==> src/hdl/mexp_ram.sv <==
module mexp_ram #(
    parameter int WIDTH = 32,
    parameter int DEPTH = 64
) (
    input  logic                     i_clk,
    input  logic                     i_we,
    input  logic [$clog2(DEPTH)-1:0] i_waddr,
    input  logic [WIDTH-1:0]         i_wdata,
    input  logic [$clog2(DEPTH)-1:0] i_raddr,
    output logic [WIDTH-1:0]         o_rdata
);

    logic [WIDTH-1:0] r_mem [DEPTH];
    logic [WIDTH-1:0] r_rdata;

    always_ff @(posedge i_clk) begin
        if (i_we) begin
            r_mem[i_waddr] <= i_wdata;
        end
        r_rdata <= r_mem[i_raddr];
    end

    assign o_rdata = r_rdata;

endmodule

==> config.mk <==
export PLATFORM = sky130hd
export DESIGN_NAME = mexp_ram
export DESIGN_NICKNAME = d
export VERILOG_FILES = /design/src/hdl/mexp_ram.sv
export SDC_FILE = /design/constraint.sdc
export NUM_CORES = 2
export LEC_CHECK = 0
export ABC_AREA = 0
export BUFFER_PORTS_ARGS = -buffer_cell sky130_fd_sc_hd__buf_2
export CAP_MARGIN = 20
export CORE_ASPECT_RATIO = 0.6
export CORE_UTILIZATION = 60
export CTS_BUF_LIST = sky130_fd_sc_hd__clkbuf_8 sky130_fd_sc_hd__clkbuf_16
export CTS_CLUSTER_DIAMETER = 80
export CTS_CLUSTER_SIZE = 28
export DETAILED_ROUTE_END_ITERATION = 6
export PLACE_DENSITY = 0.76
export REMOVE_ABC_BUFFERS = 1
export SYNTH_ARGS = -nofsm -noshare
export SYNTH_HDL_FRONTEND = slang
export SYNTH_SLANG_ARGS = --single-unit
export TNS_END_PERCENT = 1
==> constraint.sdc <==
create_clock -name i_clk -period 8.86 [get_ports i_clk]
set_input_delay 1.329 -clock i_clk [delete_from_list [all_inputs] [get_ports i_clk]]
set_output_delay 1.329 -clock i_clk [all_outputs]
set_load 0.02 [all_outputs]
* After elaboration in Yosys (flattened, before gate mapping)
Memory sizes are Yosys's and may differ from the RTL's. A register that Yosys moved wholly into a read port is not among the register bits.
Index checks and enable logic that the tools add are counted.
** Storage, ports and cells
- Register bits after elaboration :: 0
- Latch bits :: 0
- Bits in writable memories :: 2048
- ROM bits :: 0
- Input bits :: 46
- Output and inout bits :: 32
- Memories :: 1
** Cells by class
- $add $sub $neg :: 0
- $mul :: 0
- Divide/modulo/power cells :: 0
- Order comparisons :: 0
- Eq/ne operators :: 0
- Shift-type cells :: 0
- Muxes and demuxes :: 2
- Bitwise logic cells :: 0
- Reduce and logical (&&, ||, !) cells :: 0
** Memory list
- r_mem :: depth 64, bits a word 32, read ports 1, clocked after Yosys merged registers in 1, write ports 1, RTL line 13 : logic [WIDTH-1:0] r_mem [DEPTH];
** Operators with widths (number)
- $mux 1 :: 2

* Logic depth before layout (Yosys ltp)
- Word-level depth :: 2
- Depth in mapped cells :: 10
- Mapped depth without buffers :: 5

* Worst setup path before layout
Ideal clock, no wire load.
- Path type :: input to register
- From :: in i_waddr[3]
- To :: mem r_mem[48][0], enable pin
- Arrival time :: 4.028 ns
- Data required time :: 8.399 ns
- Path slack :: 4.371 ns
- Stages :: 4
- Cell sequence :: clkbuf_1 > nor2b_1 > nand4b_1 > nor3_1
** RTL lines
- start, declared :: RTL line 7 : input logic [$clog2(DEPTH)-1:0] i_waddr,
- end, declared :: RTL line 13
No word-level cell before the write port.

==> summary.txt <==
Pwr
  • Leakage power: between 20 and 30 nW
  • Sequential Power Share: around 66%
  • P_sw: ~0.0036 W
  • Worst vdd ir: 0.1506 mV
  • Sw Share: 21.53%
  • Pwr dens: approximately 200 mW/mm^2
  • Clock power share: between 20 and 30%
  • Logic pwr share: 6.5%
  • Pint: 0.01307 W

Min path
  • Hold wc startpoint: r_mem[12][8]$_DFFE_PP_
  • Hold Path End: o_rdata[8]$_DFF_P_
  • Hold path depth: 4
  • Class of the worst hold path: flip-flop to flip-flop

Worst setup path
  • Worst R2R Path Depth: 5
  • Crit Reg-Reg Endpoint: o_rdata[6]$_DFF_P_
  • CP Cell Sequence: buf_8 > buf_4 > nand2b_2 > o22ai_1 > nor3_1 > a31oi_1 > nor2_1
  • R2R Setup Slk: between 6000 and 7000 ps
  • Launch point of the worst reg-to-reg path: r_mem[47][6]$_DFFE_PP_
  • CP max stage cell: nor3_1
  • Critical Path Fanout Max: 50
  • Crit-path max cell delay: just under 900 ps
  • Crit path capture type: flip-flop
  • CP required: ~9500 ps
  • Worst EP arrival: just under 5000 ps
  • Startpoint types: input port
  • Type of the worst setup path: input port to flip-flop
  • CP top delay family: simple AND/OR/NAND/NOR gates
  • Critical path origin: i_raddr[1]
  • WP buf/inv: 2

Clock network
  • TritonCTS clock tree: done
  • H-tree lvl count: 3
  • Gates resized, CTS repair: 0
  • Worst-Skew Late Latency: around 750 ps
  • CTS clk-pin slew, worst paths: 110 ps
  • Clock net sink count: 2080
  • CTS max path bufs: 3
  • Root Driver: clkbuf_16
  • CTS Buf Count: 84
  • Cts hold-fix bufs: 0
  • # Post-CTS Setup Buffers: 0

Global route
  • GR Util met2: a little over two fifths
  • GRT met3 Usage: between 10% and 20%
  • GRT met1 Usage: 43.29%
  • Largest net degree at the start of global routing: approximately 110
  • Initial antenna violation count: 19
  • Global Route Usage Sum: between 20% and 30%
  • Total grt overflow: 0
  • First-pass GRT wire length: about 270000 um
  • Number of global-route vias before repair: approximately 36000
  • Most used routing layer in global routing: met1

Floorplanning
  • DIE AREA: 0.1324 sq mm
  • Rows: ~100
  • Initial Util: between 60% and 70%
  • DIE WIDTH: roughly 470 um
  • Chip height: about 280 um
  • Core Area: 0.1294 sq mm
  • Top-level port count: 78

Finish
  • Area growth, synth to finish: 7.587%
  • Layout cells sized above 1: 26.23%
  • Final-layout fill cell count: about 8000
  • Commonest non-fill, non-tap cells in the layout: edfxtp_1 (2048), mux4_2 (544), buf_4 (108)
  • Fin nets: ~3500
  • Commonest non-fill, non-tap cell in the layout: edfxtp_1

Timing
  • Tightest Pin Transition: around 1300 ps
  • Max-slew violation count: 0
  • Setup tns final: 0 ps
  • Fmax: 0.2322 GHz
  • Final period util: 48.62%
  • Min Tclk post-route: 4307 ps
  • Hold Fails Final Rpt: 0
  • Slew HR: 14.47%
  • Final setup fails: 0
  • Unrepaired setup endpoints after global routing: no
  • Worst Clk Skew: between 30 and 40 ps
  • Worst hold margin: roughly 800 ps

Detailed routing
  • Routed WL: a little under 200000 um
  • 1st-iter DRT viols: 6249
  • DR pass1 iterations: 7
  • Vias: approximately 37000
  • Final ANT Viol Nets: 0
  • Via-to-Cell Ratio: 7.153
  • Drt wl/cell: roughly 37 um
  • DRC violations left: 0

Synthesis
  • YS warnings: 0
  • Post-Syn Area per Cell: around 24 sq um
  • Synth Instances: between 3000 and 4000
  • Register area share after synthesis: between 70 and 80%
  • Mapped cell area: a little under 0.08 sq mm
  • #FFs+latches synth: roughly 2100
  • Library cells used by synthesis: 34

Place
  • IO buf count: just under 80
  • Detail Placement HPWL: around 110000 um
  • GP Congestion: 0.8534

Run
  • MaxCap Viol Count: 0

Outcome
  • Status: completed
==> metrics by stage <==
step | std cells | setup slack [ps] | total power, W | util [%] | cell area (sq um)
4_1_cts | 5187 | 4763 | 0.01665 | 64.93 | 84030
3_5_place_dp | 5045 | 3952 | 0.01219 | 63.05 | 81590
2_1_floorplan | 3142 | 4523 | 0.01155 | - | 77630
3_3_place_gp | 5042 | 3883 | 0.01215 | 63.01 | 81540
6_report | 5219 | 4553 | 0.01665 | 65.28 | 84470
5_1_grt | 5216 | 4582 | 0.01703 | 65.27 | 84460
==> power groups by stage <==
stage          clock, W  sequential, W  combinational, W
2_1_floorplan         0         0.0111          0.000403
3_3_place_gp          0         0.0111           0.00101
3_5_place_dp          0         0.0112           0.00104
4_1_cts         0.00468         0.0109           0.00104
5_1_grt         0.00497         0.0109           0.00113
6_report        0.00464         0.0109           0.00109
==> state kept, by name, indices dropped and copies added (netlist names) <==
register / flops
o_rdata: 32
r_mem: 2048
==> layout make-up <==
cell class | count | area [sq um] | share of cell area [%]
well taps | 1716 | 2147 | 2.542
clock inverters | 55 | 257.7 | 0.3051
repair buffers | 212 | 1765 | 2.090
flip-flops and latches | 2080 | 62140 | 73.56
diodes | 7 | 17.52 | 0.02074
multi-input cells | 1062 | 15970 | 18.90
clock buffers | 87 | 2177 | 2.577
==> synthesized netlist by cell type <==
cell type	n	share of area (%)
buf_6	5	0.072
and3_1	4	0.032
a21oi_1	62	0.40
and2_1	2	0.016
a41o_1	4	0.051
a31oi_1	1	0.0080
dfxtp_1	32	0.82
or3b_2	3	0.033
o22ai_1	84	0.67
nand2b_1	8	0.064
nor3_1	7	0.045
nand3b_1	5	0.048
or2_1	1	0.0080
or3b_1	2	0.022
or2_0	1	0.0080
a22oi_1	12	0.11
buf_1	21	0.10
edfxtp_1	2048	78
clkbuf_1	74	0.35
o221ai_1	27	0.30
a311oi_1	8	0.089
buf_4	25	0.24
buf_2	57	0.36
or2_2	1	0.0080
o32ai_1	4	0.045
mux4_2	544	16
nand4_1	2	0.016
mux2i_1	93	1.2
nand2_1	26	0.12
or3_1	3	0.024
nor2b_1	15	0.12
nand4b_1	1	0.011
nand3_1	5	0.032
nor2_1	137	0.65
==> worst min-delay path, cell delays in order (launching register included) <==
cell,delay (ps)
edfxtp_1,330
mux2i_1,60
nand2_1,70
a311oi_1,120
nor3_1,170
==> cell families after synthesis <==
| group | share of synthesized area (%) |
|---|---|
| mux | 16.79 |
| compound gates | 1.673 |
| buf+inv | 1.128 |
| flops | 79.14 |
| simple gates | 1.265 |
==> layer usage <==
layer	wire length (um)	vias up	share of wire (%)
met1	72120	19961	37
met3	32040	250	16
met2	86330	2759	44
met4	4692	6	2.4
met5	46	-	0.024
li1	-	14354	-
==> worst max-delay path by stage <==
stage / end / slack [ps] / cells past startpoint
2_1_floorplan: r_mem[48][0]$_DFFE_PP_ / 4520 / 3
3_3_place_gp: o_rdata[17]$_DFF_P_ / 3880 / 7
3_5_place_dp: o_rdata[5]$_DFF_P_ / 3950 / 8
4_1_cts: o_rdata[5]$_DFF_P_ / 4760 / 8
5_1_grt: o_rdata[4]$_DFF_P_ / 4580 / 7
6_report: o_rdata[18]$_DFF_P_ / 4550 / 7
No activity file was read; power rests on OpenSTA's default activity.
